--- src/design/snt_pkg.sv ---
// ----------------------------------------------------------------------------
// snt_pkg
// Shared constants, codes and types for the statement nesting tracker.
// ----------------------------------------------------------------------------
package snt_pkg;

  localparam int NEST_DEPTH = 20;
  localparam int DEPTH_W    = $clog2(NEST_DEPTH + 1);
  localparam int IDX_W      = (NEST_DEPTH > 1) ? $clog2(NEST_DEPTH) : 1;
  localparam int OPEN_W     = 5;

  localparam logic [7:0] CH_LBRACE = 8'h7B;
  localparam logic [7:0] CH_RBRACE = 8'h7D;
  localparam logic [7:0] CH_LPAREN = 8'h28;
  localparam logic [7:0] CH_RPAREN = 8'h29;
  localparam logic [7:0] CH_LANGLE = 8'h3C;
  localparam logic [7:0] CH_RANGLE = 8'h3E;
  localparam logic [7:0] CH_BSLASH = 8'h5C;
  localparam logic [7:0] CH_NL     = 8'h0A;

  typedef enum logic [1:0] {
    KIND_PROC = 2'd0,
    KIND_STR  = 2'd1,
    KIND_HEX  = 2'd2
  } kind_t;

  typedef enum logic [1:0] {
    ESC_NONE = 2'd0,
    ESC_STR  = 2'd1,
    ESC_TOP  = 2'd2
  } esc_t;

  typedef struct packed {
    logic  push;
    kind_t kind;
  } stack_op_t;

  typedef struct packed {
    logic              keep;
    logic              done;
    logic              err;
    logic [OPEN_W-1:0] open_depth;
  } result_t;

endpackage

--- src/design/snt_stack.sv ---
// ----------------------------------------------------------------------------
// snt_stack
// Bracket stack storage: entry registers, depth register and top-of-stack read.
// ----------------------------------------------------------------------------
module snt_stack import snt_pkg::*; (
  input  logic               clk,
  input  logic               rst_n,
  input  logic               en,
  input  stack_op_t          op,
  input  logic [DEPTH_W-1:0] depth_nxt,
  output logic [DEPTH_W-1:0] depth,
  output kind_t              top_kind
);

  kind_t              entries_r [NEST_DEPTH];
  logic [DEPTH_W-1:0] depth_r;
  logic [DEPTH_W-1:0] depth_m1;
  logic [IDX_W-1:0]   wr_idx;
  logic [IDX_W-1:0]   top_idx;

  assign depth_m1 = depth_r - DEPTH_W'(1);
  assign top_idx  = depth_m1[IDX_W-1:0];
  assign wr_idx   = depth_r[IDX_W-1:0];
  assign top_kind = entries_r[top_idx];
  assign depth    = depth_r;

  always_ff @(posedge clk) begin
    if (!rst_n) begin
      depth_r <= '0;
    end else if (en) begin
      depth_r <= depth_nxt;
    end
  end

  // entries are only read below the depth, so no reset needed
  always_ff @(posedge clk) begin
    if (en && op.push) begin
      entries_r[wr_idx] <= op.kind;
    end
  end

endmodule

--- src/design/snt_step.sv ---
// ----------------------------------------------------------------------------
// snt_step
// Per-character decision: keep/done/error flags, stack operation, next depth, next escape.
// ----------------------------------------------------------------------------
module snt_step import snt_pkg::*; (
  input  logic [7:0]         ch,
  input  logic [DEPTH_W-1:0] depth,
  input  kind_t              top_kind,
  input  esc_t               esc,
  output stack_op_t          op,
  output logic [DEPTH_W-1:0] depth_nxt,
  output esc_t               esc_nxt,
  output result_t            res
);

  logic  keep;
  logic  done;
  logic  err;
  logic  push_req;
  logic  pop;
  logic  full;
  logic  is_opener;
  kind_t open_kind;
  kind_t push_kind;
  esc_t  esc_sel;

  always_comb begin
    is_opener = 1'b1;
    open_kind = KIND_PROC;
    case (ch)
      CH_LBRACE: open_kind = KIND_PROC;
      CH_LPAREN: open_kind = KIND_STR;
      CH_LANGLE: open_kind = KIND_HEX;
      default:   is_opener = 1'b0;
    endcase
  end

  always_comb begin
    keep      = 1'b1;
    done      = 1'b0;
    push_req  = 1'b0;
    pop       = 1'b0;
    push_kind = KIND_PROC;
    esc_sel   = ESC_NONE;
    case (esc)
      ESC_STR: begin
      end
      ESC_TOP: begin
        if (ch == CH_NL && depth == '0) begin
          keep = 1'b0;
          done = 1'b1;
        end
      end
      default: begin
        if (depth != '0) begin
          case (top_kind)
            KIND_PROC: begin
              if (ch == CH_RBRACE) begin
                pop = 1'b1;
              end else if (is_opener) begin
                push_req  = 1'b1;
                push_kind = open_kind;
              end
            end
            KIND_STR: begin
              if (ch == CH_RPAREN) begin
                pop = 1'b1;
              end else if (ch == CH_LPAREN) begin
                push_req  = 1'b1;
                push_kind = KIND_STR;
              end else if (ch == CH_BSLASH) begin
                esc_sel = ESC_STR;
              end
            end
            default: begin
              if (ch == CH_RANGLE) pop = 1'b1;
            end
          endcase
        end else begin
          if (is_opener) begin
            push_req  = 1'b1;
            push_kind = open_kind;
          end else if (ch == CH_BSLASH) begin
            esc_sel = ESC_TOP;
          end else if (ch == CH_NL) begin
            keep = 1'b0;
            done = 1'b1;
          end
        end
      end
    endcase
  end

  assign full    = (depth == DEPTH_W'(NEST_DEPTH));
  assign err     = push_req && full;
  assign op.push = push_req && !full;
  assign op.kind = push_kind;
  assign esc_nxt = err ? ESC_NONE : esc_sel;

  always_comb begin
    if (err) begin
      depth_nxt = '0;
    end else if (op.push) begin
      depth_nxt = depth + DEPTH_W'(1);
    end else if (pop) begin
      depth_nxt = depth - DEPTH_W'(1);
    end else begin
      depth_nxt = depth;
    end
  end

  assign res.keep       = keep && !err;
  assign res.done       = done && !err;
  assign res.err        = err;
  assign res.open_depth = OPEN_W'(depth_nxt);

endmodule

--- src/design/statement_nesting_tracker.sv ---
// ----------------------------------------------------------------------------
// statement_nesting_tracker
// Tracks bracket nesting of a character stream and marks statement ends.
//
// Characters enter on in_valid/in_stall, one item per character; results
// leave on out_valid/out_stall, one item per character, in order.
// An item is taken into an input register, evaluated against the bracket
// stack and written to the result register together with the stack update;
// the out_ ports are driven from the result register.
// Throughput is one character per cycle while out_stall is low; the stack
// update (push or pop of the top entry, or a clear of the whole stack)
// carries each item's dependence on the one before.
// When out_stall is high with a result waiting, the result register holds,
// the input register holds one more item and in_stall rises once it is full.
// Reset (rst_n low, synchronous) empties both registers, sets the open
// bracket count to zero and clears any pending escape; stack entries are
// not cleared and need no clearing pass.
// ----------------------------------------------------------------------------
module statement_nesting_tracker import snt_pkg::*; (
  input  logic              clk,
  input  logic              rst_n,
  input  logic              in_valid,
  output logic              in_stall,
  input  logic [7:0]        in_char_in,
  output logic              out_valid,
  input  logic              out_stall,
  output logic              out_keep_char,
  output logic              out_statement_done,
  output logic              out_nesting_error,
  output logic [OPEN_W-1:0] out_open_depth
);

  logic               s1_valid_r;
  logic [7:0]         s1_char_r;
  logic               out_valid_r;
  result_t            res_r;
  esc_t               esc_r;
  esc_t               esc_nxt;
  logic               adv;
  stack_op_t          op;
  logic [DEPTH_W-1:0] depth;
  logic [DEPTH_W-1:0] depth_nxt;
  kind_t              top_kind;
  result_t            res;

  assign adv      = s1_valid_r && (!out_valid_r || !out_stall);
  assign in_stall = s1_valid_r && !adv;

  always_ff @(posedge clk) begin
    if (!rst_n) begin
      s1_valid_r <= 1'b0;
    end else if (!in_stall) begin
      s1_valid_r <= in_valid;
    end
  end

  always_ff @(posedge clk) begin
    if (in_valid && !in_stall) begin
      s1_char_r <= in_char_in;
    end
  end

  snt_step u_step (
    .ch        (s1_char_r),
    .depth     (depth),
    .top_kind  (top_kind),
    .esc       (esc_r),
    .op        (op),
    .depth_nxt (depth_nxt),
    .esc_nxt   (esc_nxt),
    .res       (res)
  );

  snt_stack u_stack (
    .clk       (clk),
    .rst_n     (rst_n),
    .en        (adv),
    .op        (op),
    .depth_nxt (depth_nxt),
    .depth     (depth),
    .top_kind  (top_kind)
  );

  always_ff @(posedge clk) begin
    if (!rst_n) begin
      esc_r       <= ESC_NONE;
      out_valid_r <= 1'b0;
    end else begin
      if (adv) esc_r <= esc_nxt;
      if (!out_valid_r || !out_stall) out_valid_r <= s1_valid_r;
    end
  end

  always_ff @(posedge clk) begin
    if (adv) begin
      res_r <= res;
    end
  end

  assign out_valid          = out_valid_r;
  assign out_keep_char      = res_r.keep;
  assign out_statement_done = res_r.done;
  assign out_nesting_error  = res_r.err;
  assign out_open_depth     = res_r.open_depth;

  a_err_clears : assert property (@(posedge clk) disable iff (!rst_n)
    out_valid_r && res_r.err |-> !res_r.keep && !res_r.done && res_r.open_depth == '0)
    else $error("overflow result not cleared");

  a_done_drops : assert property (@(posedge clk) disable iff (!rst_n)
    out_valid_r && res_r.done |-> !res_r.keep)
    else $error("statement end kept its newline");

  a_depth_bound : assert property (@(posedge clk) disable iff (!rst_n)
    depth <= DEPTH_W'(NEST_DEPTH))
    else $error("stack depth beyond capacity");

  a_accept_held : assert property (@(posedge clk) disable iff (!rst_n)
    in_valid && !in_stall |=> s1_valid_r)
    else $error("accepted item lost in input register");

  a_stall_holds : assert property (@(posedge clk) disable iff (!rst_n)
    out_valid_r && out_stall |=> out_valid_r && $stable(res_r))
    else $error("stalled result changed");

endmodule

--- config.mk ---
export PLATFORM = sky130hd
export DESIGN_NAME = statement_nesting_tracker
export DESIGN_NICKNAME = d
export VERILOG_FILES = /design/src/design/snt_pkg.sv /design/src/design/snt_stack.sv /design/src/design/snt_step.sv /design/src/design/statement_nesting_tracker.sv
export SDC_FILE = /design/constraint.sdc
export NUM_CORES = 1
export LEC_CHECK = 0
export ABC_AREA = 0
export BUFFER_PORTS_ARGS = -buffer_cell sky130_fd_sc_hd__buf_2
export CAP_MARGIN = 25
export CORE_MARGIN = 10
export CORE_UTILIZATION = 51
export DETAILED_ROUTE_END_ITERATION = 8
export HOLD_SLACK_MARGIN = 0.15
export MAX_ROUTING_LAYER = met4
export PLACE_DENSITY = 0.69
export REMOVE_ABC_BUFFERS = 1
export SLEW_MARGIN = 40
export SYNTH_ARGS = -nofsm -noshare
export SYNTH_HDL_FRONTEND = slang
export SYNTH_HIERARCHICAL = 1
export SYNTH_SLANG_ARGS = --single-unit
--- constraint.sdc ---
create_clock -name clk -period 5.4 [get_ports clk]
set_clock_uncertainty 0.1 [all_clocks]
set_input_delay 1.08 -clock clk [delete_from_list [all_inputs] [get_ports clk]]
set_output_delay 1.08 -clock clk [all_outputs]
set_load 0.005 [all_outputs]
==> impl_metrics.json <==
{
  "synthAdderAreaFrac": 0.0373,
  "wirelength_mm": 6.71,
  "worstPathCellList": "inv_1 -> ha_1 -> mux4_1 -> mux2i_1 -> mux2i_1 -> mux2_2 -> nor2_1 -> o41ai_4 -> a211o_4 -> a21oi_2 -> nand3_1 -> nor2_1",
  "critPathMaxFanout": 10,
  "r2r_setup_slack_ns": 1.27,
  "hpwl_mm": 4.69,
  "startpoint": "u_stack/depth[1]",
  "fin_crit_ns": 4.13,
  "place_congestion": 0.865,
  "area_growth_pct": 12.1,
  "cp-end-kind": "register",
  "drtPass1Iterations": 4,
  "muxShareOfSynthArea": 0.133,
  "max_cap_violations": 0,
  "relSlewSlack": 0.504,
  "power_density_nw_per_um2": 299,
  "async_flop_share": 0,
  "rsz0062_at_grt": "false",
  "ys_warn_count": 6,
  "initial_core_util": 0.525,
  "syn_inst": 244,
  "via_count": 2065,
  "syn_avg_cell_area_um2": 13.7,
  "grt_max_degree": 21,
  "die_area_um2": 10200,
  "drive_gt1_frac": 0.225,
  "post_cts_buffers": 0,
  "num_io_pins": 22,
  "yosys.area_share.simple": 0.147,
  "nFillCells": 504,
  "synthXorXnorAreaFrac": 0.0101,
  "hp-start": "esc_r[1]",
  "routed_via_density": 5.93,
  "n_antenna_cell": 0,
  "cts_root_buffer": "clkbuf_8",
  "drtIter0Drc": 282,
  "holdBufCountCts": 0,
  "synth_flop_cell": "edfxtp_1",
  "cts_tree": "done",
  "combPwrFrac": 0.026,
  "timing.setup.tns_ns": 0,
  "syn_area_um2": 3350,
  "pwr-share-seq": 0.491,
  "drc": 0,
  "cts_inserted_buffers": 9,
  "path_clk_slew_ns": 0.07,
  "design_area_um2": 3760,
  "p_leak_nw": 1.31,
  "portBuffers": 21,
  "cts_resized": 0,
  "final_hold_viol_count": 0,
  "ant_nets": 0,
  "swShare": 0.189,
  "die_h_um": 101,
  "p_int_mw": 0.913,
  "status": "finished, final reports clean",
  "coreArea_um2": 6390,
  "worstSkewPairLatency_ns": 0.34,
  "rows": 29,
  "wl_per_cell_um": 19.3,
  "synth_top_family_by_area": "simple AND/OR/NAND/NOR gates",
  "clock_path_buffers": 2,
  "fin_nets": 288,
  "multi_input_area_um2": 1360,
  "slowest_stage": "ha_1",
  "grt_pass1_wl_mm": 10.7,
  "grt_pass1_vias": 2057,
  "min_path_type": "reg -> reg",
  "path_buf_inv": 1,
  "critPathMaxStageDelay_ns": 0.55,
  "synth_edf_count": 56,
  "post-route-period-util": 0.766,
  "yosysSeqAreaShare": 0.555,
  "setup_viol": 0,
  "fin_cells": 348,
  "worst_pin_slew_ns": 0.742,
  "most-common-layout-cells": "edfxtp_1 (56), nor2_1 (29), buf_2 (21)",
  "fmax_ghz": 0.242,
  "holdWs_ns": 0.391,
  "p_total_mw": 1.13,
  "clock-sinks": 65,
  "ys_types": 60,
  "p_clk_frac": 0.483,
  "htree_levels": 3,
  "crit_family": "multiplexers",
  "r2r_start": "u_stack/depth[1]",
  "synth_compound_area_frac": 0.0780,
  "drv_slew": 0,
  "dp_cells": 332,
  "grt_usage": 0.139,
  "power.switching_mw": 0.213,
  "place_area_um2": 3490,
  "antenna_found_initial": 0,
  "cp.arrival_ns": 4.06,
  "worst-setup-path-type": "reg -> reg",
  "peakVddDrop_v": 0.000216,
  "crit_path_start_kind": "register",
  "gr-total-overflow": 0,
  "final_common_cell": "edfxtp_1",
  "dieWidth_um": 101,
  "synth-seq-cells": 65,
  "required_ns": 5.32,
  "seqCellArea_um2": 1860
}
==> stage by stage <==
stage,util,setup slack [ns]
global route,0.589,1.00
finish,0.589,1.27
detailed placement,0.547,1.28
CTS,0.589,1.28
global placement,0.547,1.38
floorplan,-,1.49
==> power by group through the flow <==
stage	Sequential (mW)	Clock (mW)	Combinational (mW)
final	0.553	0.544	0.0287
after CTS	0.553	0.554	0.0291
after floorplan	0.563	0	0.0164
after global placement	0.564	0	0.0282
after detailed placement	0.564	0	0.0291
after global routing	0.554	0.577	0.0315
==> Yosys cell counts, types with 2 or more instances <==
cell type	instances	area, um^2
a211o_2	2	20.0
a21oi_1	2	10.0
a31oi_1	3	18.8
buf_4	6	45.0
buf_6	2	22.5
clkbuf_1	3	11.3
dfxtp_1	9	180
edfxtp_1	56	1680
ha_1	10	125
inv_1	11	41.3
mux2_2	2	22.5
mux2i_1	16	160
mux4_1	10	263
nand2_1	12	45.0
nand3_1	8	40.0
nand4_1	3	18.8
nand4_2	2	25.0
nand4b_1	2	17.5
nor2_1	29	109
nor2b_1	9	56.3
nor3_1	2	10.0
nor3b_1	2	15.0
o21a_1	2	15.0
o21ai_2	2	17.5
or4_1	2	15.0
or4b_4	2	27.5
xor2_1	2	17.5
==> state kept, by name, summed over array words and instances (netlist names), 2 cells and up <==
register / flops
s1_char_r: 8
u_stack/depth: 5
u_stack/entries_r: 40
esc_r: 2
out_open_depth: 5
==> final timing paths <==
path	end	cells after the start
min reg2reg	esc_r[1]	2
min	esc_r[1]	2
max	u_stack/entries_r[4][1]	12
max reg2reg	u_stack/entries_r[4][1]	12
==> routing by layer <==
layer	part of all wire	track usage	up-vias
li1	-	-	984
met1	0.47	0.190	1034
met2	0.47	0.197	43
met3	0.052	0.0391	4
met4	0.0055	0.0354	0
met5	0	-	-
==> kinds of logic after synthesis <==
| family | after synthesis |
|---|---|
| flip-flops | 65 |
| AO/OA/AOI/OAI | 27 |
| XOR/XNOR | 3 |
| AND/OR/NAND/NOR | 86 |
| buffers and inverters | 25 |
| multiplexers | 28 |
| adder cells (fa/ha/maj) | 10 |
==> final cells by class <==
cell class / instances / share of cell area
flip-flops and latches: 65 / 0.495
repair buffers: 24 / 0.0339
clock buffers: 9 / 0.0329
inverters: 12 / 0.0120
well taps: 77 / 0.0256
clock inverters: 7 / 0.0376
multi-input cells: 154 / 0.363
==> worst register-to-register path: stages, from the launching register on <==
cell and delay [ns]:
dfxtp_1 0.47, inv_1 0.13, ha_1 0.55, mux4_1 0.39, mux2i_1 0.16, mux2i_1 0.09, mux2_2 0.32, nor2_1 0.20
o41ai_4 0.16, a211o_4 0.41, a21oi_2 0.27, nand3_1 0.27, nor2_1 0.30
Note: power is estimated with default switching activity, not from simulation.
